<file path="src/rtl/mlgp_pkg.sv">
// Shared types and constants for the letter grid path block.
package mlgp_pkg;

  localparam int LETTER_W = 5;
  localparam int SIZE_W = 6;
  localparam logic [SIZE_W-1:0] SIZE_RESET = 6'd32;

  typedef struct packed {
    logic [LETTER_W-1:0] path_letter;
    logic                last_letter;
  } res_t;

  typedef enum logic [1:0] {
    B_IDLE,
    B_READ,
    B_DRAIN,
    B_EMIT
  } back_state_t;

endpackage

</file>
<file path="src/rtl/mlgp_front.sv">
// Front end: accepts grid cells, holds the size register and issues walk jobs.
module mlgp_front
  import mlgp_pkg::*;
#(
  parameter int MAX_SIZE = 32,
  parameter int RW = 5,
  parameter int AW = 10
) (
  input  logic                clk,
  input  logic                rst,
  input  logic                push,
  output logic                full,
  input  logic [LETTER_W-1:0] cell_letter,
  input  logic                cfg_valid,
  output logic                cfg_ready,
  input  logic [SIZE_W-1:0]   cfg_data,
  input  logic                job_done,
  output logic                job_push,
  output logic [SIZE_W-1:0]   job_n,
  output logic                mem_we,
  output logic [AW-1:0]       mem_addr,
  output logic [LETTER_W-1:0] mem_data
);
  logic [SIZE_W-1:0] grid_size;
  logic [SIZE_W-1:0] n_use;
  logic [RW-1:0]     row;
  logic [RW-1:0]     col;
  logic              busy;
  logic              accept;
  logic              col_end;
  logic              row_end;

  always_comb begin
    if (grid_size == '0) begin
      n_use = SIZE_W'(1);
    end else if (grid_size > SIZE_W'(MAX_SIZE)) begin
      n_use = SIZE_W'(MAX_SIZE);
    end else begin
      n_use = grid_size;
    end
  end

  assign full      = busy;
  assign cfg_ready = 1'b1;
  assign accept    = push && !busy;
  assign col_end   = (SIZE_W'(col) == n_use - 1'b1);
  assign row_end   = (SIZE_W'(row) == n_use - 1'b1);
  assign mem_we    = accept;
  assign mem_addr  = AW'(32'(row) * MAX_SIZE + 32'(col));
  assign mem_data  = cell_letter;
  assign job_push  = accept && col_end && row_end;
  assign job_n     = n_use;

  always_ff @(posedge clk) begin
    if (rst) begin
      grid_size <= SIZE_RESET;
      row       <= '0;
      col       <= '0;
      busy      <= 1'b0;
    end else begin
      if (cfg_valid) begin
        grid_size <= cfg_data;
        row       <= '0;
        col       <= '0;
      end else if (accept) begin
        if (col_end) begin
          col <= '0;
          row <= row_end ? '0 : row + 1'b1;
        end else begin
          col <= col + 1'b1;
        end
      end
      if (job_push) begin
        busy <= 1'b1;
      end else if (job_done) begin
        busy <= 1'b0;
      end
    end
  end

endmodule

</file>
<file path="config.mk">
export PLATFORM = sky130hd
export DESIGN_NAME = mlgp_front
export DESIGN_NICKNAME = d
export VERILOG_FILES = /design/src/rtl/mlgp_pkg.sv /design/src/rtl/mlgp_front.sv
export SDC_FILE = /design/constraint.sdc
export NUM_CORES = 1
export LEC_CHECK = 0
export BUFFER_PORTS_ARGS = -buffer_cell sky130_fd_sc_hd__buf_4
export CAP_MARGIN = 20
export CORE_ASPECT_RATIO = 1.4
export CORE_MARGIN = 10
export CORE_UTILIZATION = 25
export CTS_CLUSTER_SIZE = 16
export DETAILED_ROUTE_END_ITERATION = 6
export PLACE_DENSITY = 0.49
export SYNTH_ARGS = -nofsm -noshare
export SYNTH_HDL_FRONTEND = slang
export SYNTH_SLANG_ARGS = --single-unit
</file>
<file path="constraint.sdc">
create_clock -name clk -period 3.7 [get_ports clk]
set_clock_uncertainty 0.15 [all_clocks]
set_input_delay 0.555 -clock clk [delete_from_list [all_inputs] [get_ports clk]]
set_output_delay 0.555 -clock clk [all_outputs]
set_load 0.005 [all_outputs]
</file>
# Word level (Yosys, flattened, before mapping)
# Cells that the tools add are included.
[word_totals]
romBits = 0
output_inout_bits = 25
reg_bits = 17
latchBits = 0
input_bits = 16
n_memories = 0
ram_bits = 0
[classes]
add_sub_neg = 4
order_cmp = 1
n_div = 0
mul = 0
n_reduce_logical = 8
n_eq_ne = 2
n_shift = 0
mux = 6
bitwise_logic = 0
[op_table]
columns = ["op", "n"]
rows = [
  ["$eq 5x6->1", 2],
  ["$mux 6", 2],
  ["$add 10x5->10", 1],
  ["$add 5x1->5 const B", 2],
  ["$mux 5", 2],
  ["$gt 6x6->1 const B", 1],
  ["$logic_not 6->1", 1],
  ["$sub 6x1->6 const B", 1],
  ["$logic_and 1x1->1", 3],
  ["$mux 1", 2],
  ["$reduce_and 2->1", 1],
  ["$reduce_bool 2->1", 1],
  ["$reduce_or 2->1", 1],
  ["$logic_not 1->1", 1],
]

# Logic depth before layout (Yosys ltp)
# Gate-level depths: netlist of run 1.
[depth]
word_depth = 8
mapped_depth = 10
ltp_nobuf = 10

# Least setup slack after synthesis of run 1
# Ideal clock, no wire load.
[synth_path]
kind = "reg2out"
from = "reg grid_size[3]"
to = "out job_push"
stages_incl_launch_ff = 9
setup_slack_ns = 0.757
t_arrival_ns = 2.238
n_path_buf = 0
required_ns = 2.995
path_cell_list = "dfxtp_1 nor4_1 o21bai_1 ha_1 inv_1 o311ai_1 xor2_1 or4_4 nor2_1"
[synth_between]
elab_chain_len = 7
[synth_rtl]
columns = ["element", "line", "source"]
rows = [
  ["start: declaration", "mlgp_front.sv:24", "logic [SIZE_W-1:0] grid_size;"],
  ["start signal: assignment", "mlgp_front.sv:62", "grid_size <= cfg_data;"],
  ["$gt 6x6->1", "mlgp_front.sv:36", "end else if (grid_size > SIZE_W'(MAX_SIZE)) begin"],
  ["$mux 6", "mlgp_front.sv:36", ""],
  ["$mux 6 *", "mlgp_front.sv:34", "if (grid_size == '0) begin"],
  ["$sub 6x1->6 *", "mlgp_front.sv:46, mlgp_front.sv:47", ""],
  ["$eq 5x6->1", "mlgp_front.sv:46", "assign col_end = (SIZE_W'(col) == n_use - 1'b1);"],
  ["$logic_and 1x1->1", "mlgp_front.sv:51", "assign job_push = accept && col_end && row_end;"],
  ["$logic_and 1x1->1 *", "mlgp_front.sv:51", ""],
  ["end: declaration", "mlgp_front.sv:18", "output logic job_push,"],
]
# Every way passes the cells marked *; elsewhere a longest branch is shown, timed or not.

# Worst setup path in the final report of run 1
# Ends and elaborated chain as after synthesis.

==> results of run 1 <==
-- layer usage --
metal	track usage [%]	routed length [um]
met5	0	0
met4	6.42	115
met3	2.88	212
met2	11.6	1230
met1	7.78	979
-- cells in the final DEF, fill, tap and decap left out, drive strengths merged, types with 4 or more instances in the layout --
| master | instances |
|---|---|
| a22o | 4 |
| buf | 29 |
| dfxtp | 17 |
| inv | 6 |
| mux2i | 6 |
| nand2 | 4 |
| nand3 | 4 |
| nor2 | 14 |
| nor2b | 6 |
| xnor2 | 7 |
| xor2 | 8 |
-- flip-flops by register name (all words and copies together) (netlist names) --
| register | count |
|---|---|
| col | 5 |
| row | 5 |
| grid_size | 6 |
| full | 1 |
-- worst max-delay path: cells and delay by family (launching register included) --
family | cells | cell delay, ns
flops | 1 | 0.38
buf+inv | 2 | 0.23
simple gates | 3 | 0.96
mux | 1 | 0.23
compound gates | 2 | 0.30
fa+ha+maj | 1 | 0.24
xor+xnor | 1 | 0.19
-- kinds of logic after synthesis --
group / synth area share (%)
compound gates: 13.6
xor+xnor: 12.8
fa+ha+maj: 3.65
buf+inv: 10.1
flops: 33.1
mux: 6.93
other cells: 0.364
simple gates: 19.6
-- path summary, 6_finish.rpt --
| path | from | end | cells after the start |
|---|---|---|---|
| setup reg to reg | grid_size[3] | row[0] | 10 |
| hold reg to reg | col[1] | col[1] | 2 |
| setup / recovery | grid_size[3] | job_push | 10 |
| hold / removal | cfg_data[5] | grid_size[5] | 2 |
-- metrics by stage --
stage               cell area, sq um  hold slack (ns)  std cells
global route                    1280            0.354        178
global placement                1220            0.385        174
detailed placement              1220            0.397        174
finish                          1280            0.356        178
CTS                             1270            0.350        178
floorplan                       1030            0.335        112
-- area by class of cell --
type / instances / area, sq um / area share (%)
tap: 43 / 53.8 / 4.19
clock inverter: 1 / 5.00 / 0.390
multi-input combinational: 79 / 603 / 47.0
clock buffer: 3 / 41.3 / 3.22
timing repair buffer: 29 / 218 / 17.0
sequential: 17 / 340 / 26.5
inverter: 6 / 22.5 / 1.75
-- power by group through the flow --
stage	combinational (uW)	sequential, uW	clock (uW)
2_1_floorplan	51.5	197	0
3_3_place_gp	63.2	199	0
3_5_place_dp	63.7	199	0
4_1_cts	64.0	195	148
5_1_grt	73.3	197	160
6_report	65.2	196	140
==> load_flow_metrics.sql, run 1 <==
INSERT INTO impl_metrics (metric_group, metric, value, unit) VALUES
('synthesis', 'ys_top_cells_by_area', 'dfxtp_1 33%, xor2_1 6.8%, xnor2_1 6.0%', ''),
('synthesis', 'netlist-cell-type-count', '35', ''),
('clock_network', 'cts_hold_buffers', '0', ''),
('routing', 'dr.first_iter.drc_count', '21', ''),
('status', 'outcome', 'completed', ''),
('die', 'dieWidth', '74.2', 'um'),
('routing', 'route.detailed.drc', '0', ''),
('timing', 'final.setup.worst_slack', '0.206', 'ns'),
('timing', 'post-route-min-period', '3.49', 'ns'),
('synthesis', 'number_of_enable_type_register_cells_in_the_synthesized_netlist', '0', ''),
('global_route', 'grt_start_max_net_pins', '11', ''),
('power_and_ir_drop', 'power.leakage', '0.000577', 'uW'),
('cells_and_area', 'fillers', '421', ''),
('synthesis', 'synth_seq_cells', '17', ''),
('synthesis', 'synth_top_cell_by_area', 'dfxtp_1', ''),
('global_route', 'overflow', '0', ''),
('critical_path', 'crit_path_max_incr_delay', '0.52', 'ns'),
('timing', 'fin_setup_tns', '0', 'ns'),
('die', 'top_level_ports', '41', ''),
('global_route', 'via_count_of_the_first_global_routing_pass', '893', ''),
('routing', 'detail_route.wl_per_cell', '14.3', 'um'),
('power_and_ir_drop', 'switching_power', '103', 'uW'),
('cells_and_area', 'layout_cell_share_with_drive_strength_beyond_1', '33.3', '%'),
('critical_path', 'worst_setup_path_start_kind', 'flip-flop', ''),
('critical_path', 'cp_cell_sequence', 'nor4_2 -> o21bai_2 -> ha_1 -> inv_1 -> mux2i_1 -> o311ai_2 -> xor2_1 -> or4_4 -> nor2_1 -> buf_4', ''),
('synthesis', 'netlist_area', '1030', 'sq um'),
('synthesis', 'syn_nets', '131', ''),
('clock_network', 'clkLatencyLatePin', '0.25', 'ns'),
('timing', 'finalMaxSlewViolations', '0', ''),
('power_and_ir_drop', 'combinationalPowerShare', '16.2', '%'),
('synthesis', 'yosys.area.top_type_share', '33.0', '%'),
('placement', 'number_of_buffers_added_on_ports', '29', ''),
('clock_network', 'postCtsSetupRepairBufs', '0', ''),
('critical_path', 'crit_type', 'flip-flop to output port', ''),
('placement', 'dp_hpwl', '2090', 'um'),
('global_route', 'grt_pass1_wl', '4160', 'um'),
('placement', 'rd_place_congestion', '0.846', ''),
('clock_network', 'cts_htree_levels', '1', ''),
('critical_path', 'reg2reg_setup_slack', '0.73', 'ns'),
('cells_and_area', 'antenna_cells', '0', ''),
('die', 'vertical_die_dimension', '95.9', 'um'),
('routing', 'via_per_inst', '4.85', ''),
('timing', 'finalHoldViolations', '0', ''),
('timing', 'final-setup-viol-count', '0', ''),
('clock_network', 'cts_inserted_buffers', '3', ''),
('clock_network', 'clkSlewWorstSetupHoldPaths', '0.07', 'ns'),
('synthesis', 'synth-warning-count', '0', ''),
('power_and_ir_drop', 'internal-power', '298', 'uW'),
('clock_network', 'ctsRootBufferMaster', 'clkbuf_8', ''),
('critical_path', 'worstSetupEndpointType', 'output port', ''),
('die', 'placeableCoreArea', '3950', 'sq um'),
('clock_network', 'clkSinkCount', '17', ''),
('clock_network', 'ctsLongestPathBuffers', '2', ''),
('power_and_ir_drop', 'ir_drop', '0.200', 'mV'),
('routing', 'ant_nets', '0', ''),
('synthesis', 'postSynth.asyncResetShare', '0', '%'),
('power_and_ir_drop', 'sw_frac_of_total', '25.7', '%'),
('power_and_ir_drop', 'p_per_area', '313', 'nW/um^2'),
('routing', 'dr.pass1.iters', '2', ''),
('synthesis', 'synth-main-ff-cell', 'dfxtp_1', ''),
('routing', 'num_vias', '863', ''),
('flow_run', 'drv.max_cap_violation_count', '0', ''),
('cells_and_area', 'layout.core_utilization', '32.5', '%'),
('synthesis', 'cells_after_synth', '112', ''),
('die', 'num_rows', '27', ''),
('global_route', 'number_of_antenna_violations_at_the_first_check_in_global_routing', '0', ''),
('synthesis', 'synth_seq_area_share', '33.0', '%'),
('clock_network', 'cts_tree', 'built', ''),
('routing', 'postRouteWirelength', '2540', 'um'),
('clock_network', 'cts_resized', '0', ''),
('timing', 'min_period_over_period', '94.4', '%');
No activity file was read; power rests on OpenSTA's default activity.
==> run 2: changes to the inputs <==
--- a/config.mk
+++ b/config.mk
@@ -8,7 +8,7 @@
 export BUFFER_PORTS_ARGS = -buffer_cell sky130_fd_sc_hd__buf_4
 export CAP_MARGIN = 20
 export CORE_ASPECT_RATIO = 1.4
-export CORE_MARGIN = 10
+export CORE_MARGIN = 4
 export CORE_UTILIZATION = 25
 export CTS_CLUSTER_SIZE = 16
 export DETAILED_ROUTE_END_ITERATION = 6
==> load_flow_metrics.sql, run 2 (same netlist as run 1, synthesis figures left out) <==
INSERT INTO impl_metrics (metric_group, metric, value, unit) VALUES
('critical_path', 'crit_type', 'flip-flop to output port', ''),
('routing', 'dr.first_iter.drc_count', '15', ''),
('cells_and_area', 'antenna_cells', '0', ''),
('timing', 'fmax', '283', 'MHz'),
('status', 'outcome', 'completed', ''),
('power_and_ir_drop', 'p_per_area', '315', 'nW/um^2'),
('die', 'vertical_die_dimension', '83.9', 'um'),
('die', 'placeableCoreArea', '3950', 'sq um'),
('timing', 'finalHoldViolations', '0', ''),
('clock_network', 'clkSlewWorstSetupHoldPaths', '0.07', 'ns'),
('placement', 'rd_place_congestion', '0.800', ''),
('global_route', 'via_count_of_the_first_global_routing_pass', '888', ''),
('cells_and_area', 'finish.cell_count_without_fillers', '178', ''),
('placement', 'detailedPlace.worstSlack', '0.441', 'ns'),
('min_path', 'hold_path.startpoint', 'cfg_data[5]', ''),
('cells_and_area', 'synthToLayoutAreaGrowth', '22.8', '%'),
('timing', 'worst_pin_slew', '0.503', 'ns'),
('die', 'initial_core_util', '26.1', '%'),
('routing', 'via_per_inst', '4.86', ''),
('die', 'top_level_ports', '41', ''),
('power_and_ir_drop', 'design_power_total', '399', 'uW'),
('timing', 'relSlewSlack', '66.4', '%'),
('routing', 'num_vias', '865', ''),
('min_path', 'worstHoldEndpoint', 'grid_size[5]', ''),
('min_path', 'worstHoldPathCells', '2', ''),
('die', 'num_rows', '27', ''),
('global_route', 'grt_pass1_wl', '3830', 'um'),
('global_route', 'grt_use_total', '9.08', '%'),
('placement', 'dp_hpwl', '1950', 'um'),
('clock_network', 'cts_inserted_buffers', '3', ''),
('critical_path', 'startpoint', 'grid_size[3]', ''),
('routing', 'dr.pass1.iters', '3', ''),
('cells_and_area', 'nNetsFinal', '155', ''),
('critical_path', 'worstSetupEndpointType', 'output port', ''),
('cells_and_area', 'largest_register_ff_count', '6', ''),
('min_path', 'worst_hold_class', 'primary input to flip-flop', ''),
('timing', 'min_period_over_period', '95.4', '%'),
('timing', 'grt_setup_unrepaired', 'no', ''),
('clock_network', 'postCtsSetupRepairBufs', '0', ''),
('routing', 'route.detailed.drc', '0', ''),
('clock_network', 'cts_tree', 'built', ''),
('cells_and_area', 'final_cell_mix', '29 x buf_4, 17 x dfxtp_1, 14 x nor2_1, 8 x xor2_1, 7 x xnor2_1', ''),
('timing', 'fin_setup_tns', '0', 'ns'),
('cells_and_area', 'layout.cells.most_common', 'buf_4', ''),
('clock_network', 'clkSinkCount', '17', ''),
('cells_and_area', 'reg_with_most_ffs', 'grid_size', ''),
('flow_run', 'drv.max_cap_violation_count', '0', ''),
('placement', 'number_of_buffers_added_on_ports', '29', ''),
('placement', 'placed_cells_incl_taps', '174', ''),
('timing', 'final-setup-viol-count', '0', ''),
('critical_path', 'critPathRequiredTime', '2.99', 'ns'),
('cells_and_area', 'layout_cell_share_with_drive_strength_beyond_1', '30.4', '%'),
('critical_path', 'critPathMaxFanout', '6', ''),
('critical_path', 'worstPathArrival', '2.82', 'ns'),
('critical_path', 'reg2reg_setup_slack', '0.69', 'ns'),
('clock_network', 'cts_resized', '0', ''),
('power_and_ir_drop', 'power.leakage', '0.000574', 'uW'),
('timing', 'final.setup.worst_slack', '0.170', 'ns'),
('global_route', 'number_of_antenna_violations_at_the_first_check_in_global_routing', '0', ''),
('critical_path', 'r2r.worst_path.cells', '9', ''),
('timing', 'post-route-min-period', '3.53', 'ns'),
('die', 'dieWidth', '62.2', 'um'),
('clock_network', 'ctsLongestPathBuffers', '2', ''),
('routing', 'postRouteWirelength', '2350', 'um'),
('timing', 'finalMaxSlewViolations', '0', ''),
('cells_and_area', 'layout_top_registers', 'grid_size: 6 flops, col: 5 flops, row: 5 flops', ''),
('cells_and_area', 'layout.core_utilization', '32.0', '%'),
('clock_network', 'clkLatencyLatePin', '0.25', 'ns'),
('clock_network', 'cts_htree_levels', '1', ''),
('global_route', 'overflow', '0', ''),
('global_route', 'grt_start_max_net_pins', '10', ''),
('critical_path', 'worst_r2r_startpoint', 'grid_size[3]', ''),
('critical_path', 'regToRegEndpoint', 'row[0]', ''),
('routing', 'detail_route.wl_per_cell', '13.2', 'um'),
('clock_network', 'cts_hold_buffers', '0', ''),
('clock_network', 'ctsRootBufferMaster', 'clkbuf_8', ''),
('routing', 'ant_nets', '0', ''),
('die', 'die_area', '5220', 'sq um'),
('power_and_ir_drop', 'ir_drop', '0.205', 'mV'),
('critical_path', 'worst_setup_path_start_kind', 'flip-flop', '');
[run 2: metrics by stage]
stage | instance area [sq um] | hold WS (ns)
2_1_floorplan | 1030 | 0.335
3_3_place_gp | 1220 | 0.384
3_5_place_dp | 1220 | 0.389
4_1_cts | 1260 | 0.347
5_1_grt | 1260 | 0.354
6_report | 1260 | 0.352
[run 2: area by class of cell]
class                   count  area [sq um]
multi-input cells          79           586
well taps                  43          53.8
inverters                   6          22.5
repair buffers             29           218
flip-flops and latches     17           340
fillers                   420          2690
clock buffers               4          45.0
[run 2: worst max-delay path by stage]
stage	slack (ns)	to
global placement	0.54	job_push
CTS	0.14	job_push
finish	0.17	job_push
global route	0.02	job_push
floorplan	0.76	job_push
detailed placement	0.44	job_push
[run 2: per-layer routing]
layer / up-vias / wire length, um / track usage (%)
met5: - / 0 / 0
met4: 0 / 55 / 5.72
met2: 27 / 1200 / 16.0
met1: 404 / 956 / 9.12
li1: 428 / - / -
met3: 6 / 144 / 2.56
[run 2: power breakdown]
group / switching [uW] / internal, uW
Combinational: 28.6 / 34.2
Sequential: 7.26 / 188
Clock: 64.5 / 76.5
Total: 100 / 299
[run 2: critical path, stage by stage (launching register included)]
cell and delay, ns:
dfxtp_1 0.44, nor4_1 0.09, o21bai_1 0.32, ha_1 0.25, inv_1 0.07, o311ai_1 0.45, xor2_1 0.18, or4_4 0.53
nor2_1 0.12, buf_4 0.12
