--- src/rtl/mlgp_fifo.sv ---
// Small synchronous FIFO used for the job queue and the result queue.
module mlgp_fifo #(
  parameter int WIDTH = 6,
  parameter int DEPTH = 4
) (
  input  logic             clk,
  input  logic             rst,
  input  logic             wr_en,
  input  logic [WIDTH-1:0] wr_data,
  input  logic             rd_en,
  output logic [WIDTH-1:0] rd_data,
  output logic             full,
  output logic             empty
);
  localparam int PW = (DEPTH > 1) ? $clog2(DEPTH) : 1;
  localparam int CW = $clog2(DEPTH + 1);

  logic [WIDTH-1:0] store [DEPTH];
  logic [PW-1:0]    wr_ptr;
  logic [PW-1:0]    rd_ptr;
  logic [CW-1:0]    count;
  logic             do_wr;
  logic             do_rd;

  assign full    = (count == CW'(DEPTH));
  assign empty   = (count == '0);
  assign do_wr   = wr_en && !full;
  assign do_rd   = rd_en && !empty;
  assign rd_data = store[rd_ptr];

  always_ff @(posedge clk) begin
    if (rst) begin
      wr_ptr <= '0;
      rd_ptr <= '0;
      count  <= '0;
    end else begin
      if (do_wr) begin
        wr_ptr <= (wr_ptr == PW'(DEPTH - 1)) ? '0 : wr_ptr + 1'b1;
      end
      if (do_rd) begin
        rd_ptr <= (rd_ptr == PW'(DEPTH - 1)) ? '0 : rd_ptr + 1'b1;
      end
      if (do_wr && !do_rd) begin
        count <= count + 1'b1;
      end else if (do_rd && !do_wr) begin
        count <= count - 1'b1;
      end
    end
  end

  always_ff @(posedge clk) begin
    if (do_wr) begin
      store[wr_ptr] <= wr_data;
    end
  end

endmodule

--- config.mk ---
export PLATFORM = sky130hd
export DESIGN_NAME = mlgp_fifo
export DESIGN_NICKNAME = d
export VERILOG_FILES = /design/src/rtl/mlgp_fifo.sv
export SDC_FILE = /design/constraint.sdc
export NUM_CORES = 1
export LEC_CHECK = 0
export BUFFER_PORTS_ARGS = -buffer_cell sky130_fd_sc_hd__buf_2
export CAP_MARGIN = 20
export CORE_UTILIZATION = 35
export CTS_BUF_LIST = sky130_fd_sc_hd__clkbuf_4
export CTS_CLUSTER_DIAMETER = 150
export DETAILED_ROUTE_END_ITERATION = 6
export GPL_ROUTABILITY_DRIVEN = 0
export PLACE_DENSITY = 0.54
export SLEW_MARGIN = 25
export SYNTH_ARGS = -nofsm -noshare
export SYNTH_HDL_FRONTEND = slang
export SYNTH_SLANG_ARGS = --single-unit
--- constraint.sdc ---
create_clock -name clk -period 2.2 [get_ports clk]
set_input_delay 0.33 -clock clk [delete_from_list [all_inputs] [get_ports clk]]
set_output_delay 0.33 -clock clk [all_outputs]
set_load 0.005 [all_outputs]
After elaboration in Yosys (flattened, before gate mapping)
Memory sizes are Yosys's and may differ from the RTL's. A register that Yosys moved wholly into a read port is not among the register bits.
Cells that the tools add are included.
{ "totals": {"mem_count": 1, "elab_cells": 29, "output_inout_bits": 8, "input_bits": 10, "regBits": 7, "mem_bits_rw": 24} }
{ "memory_table": {"columns": ["name", "words", "width", "rd", "rd_ports_with_merged_regs", "wr", "line_no", "source"], "rows": [
  ["store", 4, 6, 1, 1, 1, "18", "logic [WIDTH-1:0] store [DEPTH];"]
]} }
{ "op_classes": {"add_sub_neg": 4, "muxes": 8, "eq_ne": 3, "reduce_logical": 10} }
{ "ops": {"columns": ["op", "n"], "rows": [
  ["2-to-1 mux 2 bit", 4],
  ["2-to-1 mux 3 bit", 2],
  ["adder 2 x 1 -> 2 bit, second input constant", 2],
  ["equality test 2 bit, second input constant", 2],
  ["logical AND 1 bit", 4],
  ["logical NOT 1 bit", 4],
  ["adder 3 x 1 -> 3 bit, second input constant", 1],
  ["equality test 3 bit, second input constant", 1],
  ["logical NOT 3 bit", 1],
  ["subtractor 3 x 1 -> 3 bit, second input constant", 1],
  ["2-to-1 mux 1 bit", 2],
  ["nonzero test 2 bit", 1]
]} }

Logic depth before layout (Yosys ltp)
Gate-level depths: netlist of the first run.
{ "logic_depth": {"word_depth": 7, "depth_mapped": 9, "mapped_depth_nobuf": 8} }

Worst setup path after synthesis of the first run
OpenSTA, ideal clock, no wires.
{ "synth_timing": {"path_type": "flip-flop to flip-flop", "startpoint": "register count[0]", "endpoint": "register count[2]", "setup_ns": 0.070, "synth_period_minus_slack_ns": 1.998, "t_required_ns": 2.130, "path_buffers": 1, "path_stages_with_launch": 10, "arrival_ns": 1.928, "setup_slack_ns": 0.202, "cell_sequence": "dfxtp_1 -> nor3b_2 -> nor2b_1 -> buf_6 -> ha_1 -> inv_1 -> fa_1 -> xor2_1 -> or3_1 -> a21oi_1"} }
{ "synth_via": {"elab_chain_cells": 6, "elab_cells_between_ends": 15, "classes_between": "add/sub: 2; eq/ne: 1; mux: 2; reduce/logical: 10"} }
{ "synth_lines": {"columns": ["item", "line_no", "source"], "rows": [
  ["start, declared", "21", "logic [CW-1:0] count;"],
  ["start signal, assigned", "44", "count <= count + 1'b1;"],
  ["start signal, assigned", "46", "count <= count - 1'b1;"],
  ["equality test 3 bit (*)", "25", "assign full = (count == CW'(DEPTH));"],
  ["via full", "12", "output logic full,"],
  ["logical NOT 1 bit (*)", "27", "assign do_wr = wr_en && !full;"],
  ["logical AND 1 bit (*)", "27", null],
  ["via do_wr", "22", "logic do_wr;"],
  ["logical NOT 1 bit", "45", "end else if (do_rd && !do_wr) begin"],
  ["logical AND 1 bit", "45", null],
  ["nonzero test 2 bit (no source line)", null, null]
]} }
Mark *: on every way through the listed nets, which the timed path passes. The rest lies on a longest branch. The select of a mux whose other input is x is not followed.
A chain may end at the register's enable or synchronous reset.

Worst setup path in the final report of the first run
{ "layout_timing": {"startpoint": "register count[2]", "endpoint": "register count[2]"} }
{ "layout_via": {"elab_chain_cells": 6, "elab_cells_between_ends": 15, "classes_between": "add/sub: 2; eq/ne: 1; mux: 2; reduce/logical: 10"} }
{ "layout_lines": {"columns": ["item"], "rows": [
  ["parallel branches: the longest is 6 deep, another holds subtractor 3 x 1 -> 3 bit"]
]} }
Parallel ways; which one is timed is not known. The select of a mux whose other input is x is not followed.

==> metrics.csv, run 1 <==
stage;metric;value;unit
sta;worst_pin_slew;0.4105;ns
cells_and_area;nets;119;
detailed_routing;dr_wl_met3;94;µm
power_and_ir_drop;intPower;1154;µW
floorplan;die-height;64.11;µm
yosys;ys.warnings.count;0;
detailed_routing;firstDrtPassIters;4;
cells_and_area;area_growth;15.76;%
sta;drv_slew;0;
setup_path;crit_required;2.46;ns
setup_path;worstSetupEndpointType;flop;
floorplan;ios;18;
cts;numCtsBuffers;5;
yosys;ys_seq_elements;33;
cts;cts_sinks;33;
power_and_ir_drop;p_sw_share;28.66;%
cts;h-tree-depth;2;
power_and_ir_drop;combPwrFrac;26.2;%
run;maxCapViolations;0;
yosys;syn_area;1350;µm²
status;status;finished clean;
power_and_ir_drop;ir_drop;498.2;µV
setup_path;cp_max_fo;5;
detailed_routing;ant_nets;0;
yosys;postSynthCellCount;79;
grt;first_global_vias;723;
cells_and_area;finalInstanceArea;1563;µm²
sta;setup_viol;0;
cells_and_area;diodes;0;
detailed_routing;wl_met1;989;µm
power_and_ir_drop;p_leak;0.0005841;µW
sta;min_period;2.077;ns
cells_and_area;drive_gt1_share;37.86;%
grt;overflow;0;
power_and_ir_drop;pwr-share-clk;20.7;%
setup_path;cpMaxStageDelayCell;fa_1;
setup_path;critPathLaunchType;flop;
sta;report.final.hold_viol_count;0;
power_and_ir_drop;p_per_area;1035;nW/µm²
yosys;ys_seq_area_share;66.73;%
detailed_routing;wire_per_inst;14.68;µm
sta;fmax;0.4814;GHz
cells_and_area;final_cells;151;
grt;grt_max_degree;11;
setup_path;path_cells;nor3b_2 > nor2b_2 > ha_2 > inv_1 > fa_1 > xor2_1 > or3_1 > a21oi_1;
cts;cts_tree;done;
cts;cts_root_buf;clkbuf_4;
placement;portBuffers;17;
setup_path;crit_arrival;2.34;ns
placement;placed_cells;142;
setup_path;crit_family;simple AND/OR/NAND/NOR gates;
cts;clk_path_buf_depth;2;
setup_path;max_stage_delay;0.38;ns
setup_path;critPathKind;flop to flop;
detailed_routing;drc;0;
placement;place_hpwl;1570;µm
detailed_routing;route.top_layer_used;met4;
detailed_routing;met2WireLength;1084;µm
setup_path;crit_buf_inv;1;
sta;clock_skew;0.008118;ns
sta;timing.setup.tns;0;ns
grt;grt_pass1_wl;3622;µm
placement;dpl_cell_area;1483;µm²
yosys;synth_area_per_cell;17.09;µm²
cts;clock_latency;0.33;ns
cts;cts.clk_slew.worst_paths;0.09;ns
cells_and_area;final_cell_mix;24 x edfxtp_1, 17 x buf_2, 7 x dfxtp_1, 7 x clkbuf_4, 6 x mux4_2;
sta;slew_headroom;72.60;%
yosys;synth_nets;96;
floorplan;initial_utilization;36.60;%
detailed_routing;vias;715;
floorplan;core;3689;µm²
grt;grtUsageTotal;12.58;%
sta;rsz0062_at_grt;no;
grt;antenna_found_initial;0;
power_and_ir_drop;p_sw;463.6;µW
detailed_routing;via_per_inst;4.735;
floorplan;die_area;4109;µm²
detailed_routing;drt_iter0_markers;45;
floorplan;die_x;64.11;µm
sta;hold-worst-slack;0.2153;ns
worst_hold_path;hold_class;primary input to flop;
floorplan;rows;22;
detailed_routing;drt-total-wl;2217;µm
cts;cts_hold_buf;0;
power_and_ir_drop;p_seq_share;53.0;%
cells_and_area;final_common_cell;edfxtp_1;
yosys;ys_types;23;
sta;fin_crit_sh;94.43;%
## cell families (layout without fill, tap and decap cells)
logic type	after synthesis	in the layout	synth area share, %
DFF	33	33	66.73
and+or+nand+nor	17	17	7.228
muxes	10	10	13.35
adders and majority gates	7	7	7.043
buffers and inverters	6	30	2.316
AOI/OAI and AO/OA	4	4	2.038
xor gates and xnor gates	2	2	1.298
## metrics by stage
| step | utilization [%] | power, µW | worst slack (ns) |
|---|---|---|---|
| 3_3_place_gp | 40.20 | 1254 | 0.1587 |
| 2_1_floorplan | - | 1133 | 0.2024 |
| 5_1_grt | 42.37 | 1728 | 0.01957 |
| 3_5_place_dp | 40.20 | 1276 | 0.01146 |
| 4_1_cts | 41.96 | 1622 | 0.02357 |
| 6_report | 42.37 | 1617 | 0.1226 |
## power by group through the flow
| stage | clock [µW] | combinational [µW] | sequential (µW) |
|---|---|---|---|
| 2_1_floorplan | 0 | 306 | 828 |
| 3_3_place_gp | 0 | 390 | 863 |
| 3_5_place_dp | 0 | 407 | 869 |
| 4_1_cts | 345 | 417 | 860 |
| 5_1_grt | 374 | 477 | 878 |
| 6_report | 335 | 424 | 858 |
## cell usage after synthesis
master,n,area (µm²)
edfxtp_1,24,720.7
dfxtp_1,9,180.2
ha_1,6,75.07
mux4_2,6,135.1
and2_1,4,25.02
nor2_1,4,15.01
inv_1,3,11.26
mux2i_1,3,30.03
a21oi_1,2,10.01
nand2b_1,2,12.51
nor3_1,2,10.01
or3_1,2,12.51
xor2_1,2,17.52
buf_2,1,5.000
buf_6,1,11.26
clkbuf_1,1,3.750
fa_1,1,20.02
mux2_4,1,15.01
nand2_1,1,3.750
nor2b_1,1,6.260
nor3b_2,1,12.51
o21ai_0,1,5.000
o31ai_2,1,12.51
## per-layer routing
layer | vias up | GRT usage (%)
met2 | 17 | 19.81
li1 | 342 | -
met4 | 0 | 5.833
met3 | 6 | 4.821
met5 | - | 0
met1 | 350 | 15.19
## sequential cells by signal, summed over array words and instances (netlist names), named ones only
name	cells
wr_ptr	2
count	3
store	24
rd_ptr	2
## final cells by class
cell class / count / area, µm²
Tap cell: 48 / 60.06
Clock buffer: 7 / 52.55
Inverter: 3 / 11.26
Fill cell: 350 / 2126
Sequential cell: 33 / 903.4
Clock inverter: 1 / 3.754
Multi-Input combinational cell: 40 / 431.7
Timing Repair Buffer: 19 / 100.1
## what timing repair did
action / in CTS / in global routing
pin swaps: 0 / 1
setup endpoints to repair: 1 / 1
gates resized for setup: 1 / 4
setup buffers: 0 / 1
## worst paths after layout
path | start | end | slack [ns] | cells past startpoint
setup reg to reg | count[2]$_SDFFE_PP0P_ | count[2]$_SDFFE_PP0P_ | 0.12 | 8
setup / recovery | count[2]$_SDFFE_PP0P_ | count[2]$_SDFFE_PP0P_ | 0.12 | 8
hold reg to reg | rd_ptr[0]$_SDFFE_PP0P_ | flop | 0.51 | 2
hold / removal | wr_data[4] | store[0][4]$_DFFE_PP_ | 0.22 | 1
Note: power is estimated with default switching activity, not from simulation.
==> inputs of run 2 (changes only) <==
--- a/config.mk
+++ b/config.mk
@@ -7,12 +7,13 @@
 export LEC_CHECK = 0
 export BUFFER_PORTS_ARGS = -buffer_cell sky130_fd_sc_hd__buf_2
 export CAP_MARGIN = 20
+export CELL_PAD_IN_SITES_DETAIL_PLACEMENT = 1
+export CELL_PAD_IN_SITES_GLOBAL_PLACEMENT = 1
 export CORE_UTILIZATION = 35
-export CTS_BUF_LIST = sky130_fd_sc_hd__clkbuf_4
 export CTS_CLUSTER_DIAMETER = 150
 export DETAILED_ROUTE_END_ITERATION = 6
 export GPL_ROUTABILITY_DRIVEN = 0
-export PLACE_DENSITY = 0.54
+export PLACE_DENSITY_LB_ADDON = 0.1
 export SLEW_MARGIN = 25
 export SYNTH_ARGS = -nofsm -noshare
 export SYNTH_HDL_FRONTEND = slang
==> metrics.csv, run 2 (synthesized netlist as in run 1, its figures left out) <==
stage;metric;value;unit;change
status;status;finished clean;;
power_and_ir_drop;power;1814;µW;+12%
detailed_routing;drc;0;;unchanged
grt;first_global_vias;751;;+3.9%
power_and_ir_drop;p_leak;0.0006001;µW;+2.7%
cts;cts.clk_slew.worst_paths;0.06;ns;-0.03 ns
setup_path;cp_max_fo;5;;unchanged
run;maxCapViolations;0;;unchanged
power_and_ir_drop;p_seq_share;47.6;%;-5.4 points
floorplan;initial_utilization;36.60;%;unchanged
detailed_routing;drt_iter0_markers;29;;-36%
cts;clock_latency;0.28;ns;-0.05 ns
power_and_ir_drop;p_per_area;1132;nW/µm²;+9.3%
floorplan;die-height;64.11;µm;unchanged
setup_path;critPathLaunchType;flop;;
grt;antenna_found_initial;0;;unchanged
grt;use_met1;14.42;%;-0.77 points
cts;cts_tree;done;;
detailed_routing;ant_nets;0;;unchanged
setup_path;crit_arrival;2.28;ns;-0.06 ns
cts;cts_sinks;33;;unchanged
placement;place_hpwl;1644;µm;+4.7%
power_and_ir_drop;pwr-share-clk;29.9;%;+9.2 points
setup_path;path_cells;o31ai_4 > ha_1 > inv_1 > fa_1 > xor2_1 > or3_1 > a21oi_1;;
cells_and_area;top_regs;store x24, count x3;;
grt;grt_max_degree;11;;unchanged
setup_path;crit_buf_inv;1;;unchanged
setup_path;cpMaxStageDelayCell;dfxtp_2;;
power_and_ir_drop;p_sw;482.7;µW;+4.1%
placement;portBuffers;17;;unchanged
sta;slew_headroom;72.88;%;+0.29 points
detailed_routing;wire_per_inst;15.01;µm;+2.3%
sta;clock_skew;0.005031;ns;-0.003087 ns
floorplan;die_area;4109;µm²;unchanged
grt;met2_usage;21.54;%;+1.7 points
setup_path;worstSetupEndpointType;flop;;
cts;clk_path_buf_depth;2;;unchanged
sta;fmax;0.4827;GHz;+0.27%
floorplan;rows;22;;unchanged
cells_and_area;final_cell_mix;24 x edfxtp_1, 17 x buf_2, 7 x dfxtp_1;;
cells_and_area;diodes;0;;unchanged
sta;setup_viol;0;;unchanged
cells_and_area;final_common_cell;edfxtp_1;;
power_and_ir_drop;combPwrFrac;22.4;%;-3.8 points
power_and_ir_drop;ir_drop;503.7;µV;+1.1%
sta;fin_crit_sh;94.17;%;-0.26 points
detailed_routing;via_per_inst;4.693;;-0.88%
worst_hold_path;hold_class;primary input to flop;;
setup_path;max_stage_delay;0.37;ns;about the same
cts;h-tree-depth;2;;unchanged
cells_and_area;largest_reg_flops;24;;unchanged
cells_and_area;finalInstanceArea;1603;µm²;+2.6%
sta;rsz0062_at_grt;no;;
cells_and_area;drive_gt1_share;35.29;%;-2.6 points
floorplan;core;3689;µm²;unchanged
detailed_routing;vias;704;;-1.5%
sta;drv_slew;0;;unchanged
setup_path;crit_required;2.41;ns;-0.05 ns
detailed_routing;drt-total-wl;2252;µm;+1.6%
cells_and_area;n_fill_cell;383;;+9.4%
grt;use_met3;5.000;%;+0.18 points
grt;overflow;0;;unchanged
cells_and_area;final_util;43.45;%;+1.1 points
setup_path;crit_family;adder cells;;
cts;cts_root_buf;clkbuf_8;;
floorplan;ios;18;;unchanged
sta;report.final.hold_viol_count;0;;unchanged
cells_and_area;nets;118;;-0.84%
cells_and_area;final_cells;150;;-0.66%
cells_and_area;regMostFlops;store;;
floorplan;die_x;64.11;µm;unchanged
detailed_routing;firstDrtPassIters;3;;-1
placement;placed_cells;142;;unchanged
power_and_ir_drop;intPower;1331;µW;+15%
sta;min_period;2.072;ns;-0.005674 ns
cts;numCtsBuffers;5;;unchanged
power_and_ir_drop;p_sw_share;26.62;%;-2.0 points
grt;grtUsageTotal;12.86;%;+0.29 points
grt;grt_pass1_wl;3677;µm;+1.5%
sta;worst_pin_slew;0.4062;ns;-0.004334 ns
placement;dpl_cell_area;1483;µm²;unchanged
cells_and_area;area_growth;18.72;%;
grt;busiest_layer;met2;;
setup_path;critPathKind;flop to flop;;
## run 2: cell types whose count changed in the layout (fill, tap and decap cells not counted)
cell       before  now
ha_1            5    6
clkbuf_4        7    0
bufinv_16       0    1
ha_2            1    0
clkbuf_8        0    5
clkbuf_1        0    1
buf_4           2    1
## run 2: power by group through the flow
| stage | sequential [µW] | combinational, µW | clock (µW) |
|---|---|---|---|
| floorplan | 828 | 306 | 0 |
| global placement | 865 | 393 | 0 |
| detailed placement | 871 | 406 | 0 |
| global route | 883 | 453 | 590 |
| CTS | 863 | 414 | 557 |
| finish | 864 | 407 | 543 |
## run 2: final cells by class
| type | instances | area (µm²) | share of cell area [%] |
|---|---|---|---|
| inverters | 3 | 11.26 | 0.7026 |
| clock buffers | 6 | 72.57 | 4.528 |
| multi-input cells | 40 | 429.2 | 26.78 |
| well taps | 48 | 60.06 | 3.747 |
| clock inverters | 2 | 33.78 | 2.108 |
| repair buffers | 18 | 92.59 | 5.777 |
| flip-flops and latches | 33 | 903.4 | 56.36 |
## run 2: metal layers
| layer | part of all wire [%] | routed length [µm] |
|---|---|---|
| met1 | 42 | 953 |
| met2 | 54 | 1214 |
| met3 | 2.7 | 61 |
| met4 | 1.0 | 23 |
| met5 | 0 | 0 |
## run 2: repair_timing
item                       in CTS  in global routing
pin swaps                       0                  1
setup buffers                   0                  0
gates resized for setup         1                  3
setup endpoints to repair       1                  1
hold buffers                    0                  0
## run 2: final timing paths
check	slack (ns)	endpoint	cells past startpoint	start
worst max-delay path	0.13	count[2]$_SDFFE_PP0P_	7	count[1]$_SDFFE_PP0P_
worst min-delay path	0.27	store[3][2]$_DFFE_PP_	1	wr_data[2]
worst max register to register	0.13	count[2]$_SDFFE_PP0P_	7	count[1]$_SDFFE_PP0P_
worst min register to register	0.51	rd_ptr[0]$_SDFFE_PP0P_	2	rd_ptr[0]$_SDFFE_PP0P_
## run 2: worst register-to-register path: stages, from the launching register on
cell	delay (ns)
dfxtp_2	0.37
o31ai_4	0.36
ha_1	0.25
inv_1	0.06
fa_1	0.37
xor2_1	0.15
or3_1	0.30
a21oi_1	0.14
## run 2: metrics by stage
stage	worst slack, ns	hold slack [ns]	setup TNS [ns]
floorplan	0.2024	0.4289	0
global placement	0.1551	0.4918	0
detailed placement	-0.004837	0.4980	-0.004837
CTS	0.06013	0.2628	0
global route	0.004995	0.2625	0
finish	0.1283	0.2726	0
==> inputs of run 3 (changes only) <==
--- a/config.mk
+++ b/config.mk
@@ -13,7 +13,7 @@
 export CTS_CLUSTER_DIAMETER = 150
 export DETAILED_ROUTE_END_ITERATION = 6
 export GPL_ROUTABILITY_DRIVEN = 0
-export PLACE_DENSITY_LB_ADDON = 0.1
+export PLACE_DENSITY_LB_ADDON = 0.15
 export SLEW_MARGIN = 25
 export SYNTH_ARGS = -nofsm -noshare
 export SYNTH_HDL_FRONTEND = slang
==> metrics.csv, run 3 (synthesized netlist as in run 1, its figures left out) <==
stage;metric;value;unit;change
cells_and_area;diodes;0;;unchanged
status;status;finished clean;;
cells_and_area;area_growth;18.35;%;
setup_path;crit_required;2.42;ns;about the same
power_and_ir_drop;p_leak;0.0005990;µW;-0.18%
detailed_routing;drc;0;;unchanged
cells_and_area;final_common_cell;edfxtp_1;;
floorplan;rows;22;;unchanged
sta;worst_pin_slew;0.4213;ns;+0.01516 ns
sta;fmax;0.4955;GHz;+2.7%
grt;antenna_found_initial;0;;unchanged
power_and_ir_drop;p_per_area;1085;nW/µm²;-4.2%
setup_path;worstSetupEndpointType;flop;;
detailed_routing;via_per_inst;4.636;;-1.2%
detailed_routing;drt-total-wl;2224;µm;-1.2%
detailed_routing;wire_per_inst;14.73;µm;-1.9%
cts;clk_path_buf_depth;2;;unchanged
cts;h-tree-depth;2;;unchanged
sta;drv_slew;0;;unchanged
sta;report.final.hold_viol_count;0;;unchanged
cts;cts_root_buf;clkbuf_8;;
detailed_routing;vias;700;;-0.57%
floorplan;core;3689;µm²;unchanged
grt;first_global_vias;750;;-0.13%
setup_path;critPathLaunchType;flop;;
cells_and_area;final_util;43.32;%;-0.14 points
sta;timing.setup.tns;0;ns;unchanged
power_and_ir_drop;power;1733;µW;-4.5%
detailed_routing;drt_iter0_markers;40;;+38%
sta;rsz0062_at_grt;no;;
run;maxCapViolations;0;;unchanged
grt;grt_max_degree;11;;unchanged
floorplan;die-height;64.11;µm;unchanged
setup_path;cp_max_fo;5;;unchanged
worst_hold_path;hold_class;primary input to flop;;
placement;portBuffers;17;;unchanged
sta;clock_skew;0.004861;ns;-0.0001703 ns
cts;cts.clk_slew.worst_paths;0.06;ns;about the same
cells_and_area;nets;119;;+0.85%
sta;min_period;2.018;ns;-0.05354 ns
grt;grtUsageTotal;12.83;%;-0.037 points
floorplan;die_area;4109;µm²;unchanged
cells_and_area;regMostFlops;store;;
cts;cts_tree;done;;
cts;cts_hold_buf;0;;unchanged
detailed_routing;ant_nets;0;;unchanged
cells_and_area;top_regs;store x24, count x3;;
power_and_ir_drop;ir_drop;427.0;µV;-15%
floorplan;die_x;64.11;µm;unchanged
cts;cts_sinks;33;;unchanged
cells_and_area;n_fill_cell;386;;+0.78%
cts;numCtsBuffers;5;;unchanged
sta;fin_crit_sh;91.74;%;-2.4 points
detailed_routing;firstDrtPassIters;4;;+1
cells_and_area;drive_gt1_share;37.86;%;+2.6 points
cells_and_area;final_cell_mix;24 x edfxtp_1, 17 x buf_2, 7 x dfxtp_1;;
cells_and_area;largest_reg_flops;24;;unchanged
grt;grt_pass1_wl;3532;µm;-3.9%
cts;clock_latency;0.28;ns;about the same
floorplan;ios;18;;unchanged
grt;overflow;0;;unchanged
placement;place_hpwl;1610;µm;-2.1%
setup_path;crit_arrival;2.24;ns;-0.04 ns
sta;slew_headroom;71.87;%;-1.0 points
sta;setup_viol;0;;unchanged
floorplan;initial_utilization;36.60;%;unchanged
setup_path;critPathKind;flop to flop;;
==> run 3: cell types whose count changed in the layout (fill, tap and decap cells not counted), sizes merged <==
cell / change
buf: +1
bufinv: -1
clkinv: +1
==> run 3: timing repair <==
item | CTS | global route
resized for setup | 1 | 4
buffers inserted | 0 | 1
cloned | 0 | 0
endpoints found under the setup margin | 1 | 1
pin swaps | 0 | 1
==> run 3: area by class of cell <==
cell class	count	area, µm²	area share, %
multi-input combinational	40	431.7	27.02
clock inverter	2	8.758	0.5482
timing repair buffer	19	100.1	6.265
clock buffer	6	82.58	5.168
inverter	3	11.26	0.7048
sequential	33	903.4	56.54
tap	48	60.06	3.759
==> run 3: path summary, 6_finish.rpt <==
kind / endpoint / depth (start not counted) / slack [ns] / start
max: count[2]$_SDFFE_PP0P_ / 8 / 0.18 / count[2]$_SDFFE_PP0P_
min: store[3][0]$_DFFE_PP_ / 1 / 0.26 / wr_data[0]
max reg2reg: count[2]$_SDFFE_PP0P_ / 8 / 0.18 / count[2]$_SDFFE_PP0P_
min reg2reg: rd_ptr[0]$_SDFFE_PP0P_ / 2 / 0.51 / rd_ptr[0]$_SDFFE_PP0P_
==> run 3: through the flow <==
step | hold slack (ns) | cells | area (µm²) | worst slack [ns]
floorplan | 0.4289 | 79 | 1350 | 0.2024
global placement | 0.4931 | 142 | 1483 | 0.1483
detailed placement | 0.5057 | 142 | 1483 | 0.02684
CTS | 0.2557 | 150 | 1583 | 0.02919
global route | 0.2531 | 151 | 1598 | 0.02298
finish | 0.2619 | 151 | 1598 | 0.1818
==> run 3: critical path: stages, from the launching register on <==
cell     delay [ns]
dfxtp_1        0.36
nor3b_2        0.18
nor2b_2        0.15
ha_2           0.21
inv_1          0.05
fa_1           0.38
xor2_1         0.16
or3_1          0.31
a21oi_1        0.15
==> run 3: power by group <==
part,total [µW],internal [µW],switching [µW]
combinational,416,238,178
clock,456,247,209
sequential,860,769,91.0
==> run 3: metal layers <==
layer / track usage (%) / vias to the layer above / routed length [µm]
li1: - / 337 / -
met1: 12.68 / 340 / 921
met2: 22.34 / 17 / 1138
met3: 5.357 / 6 / 104
met4: 7.500 / 0 / 59
met5: 0 / - / 0
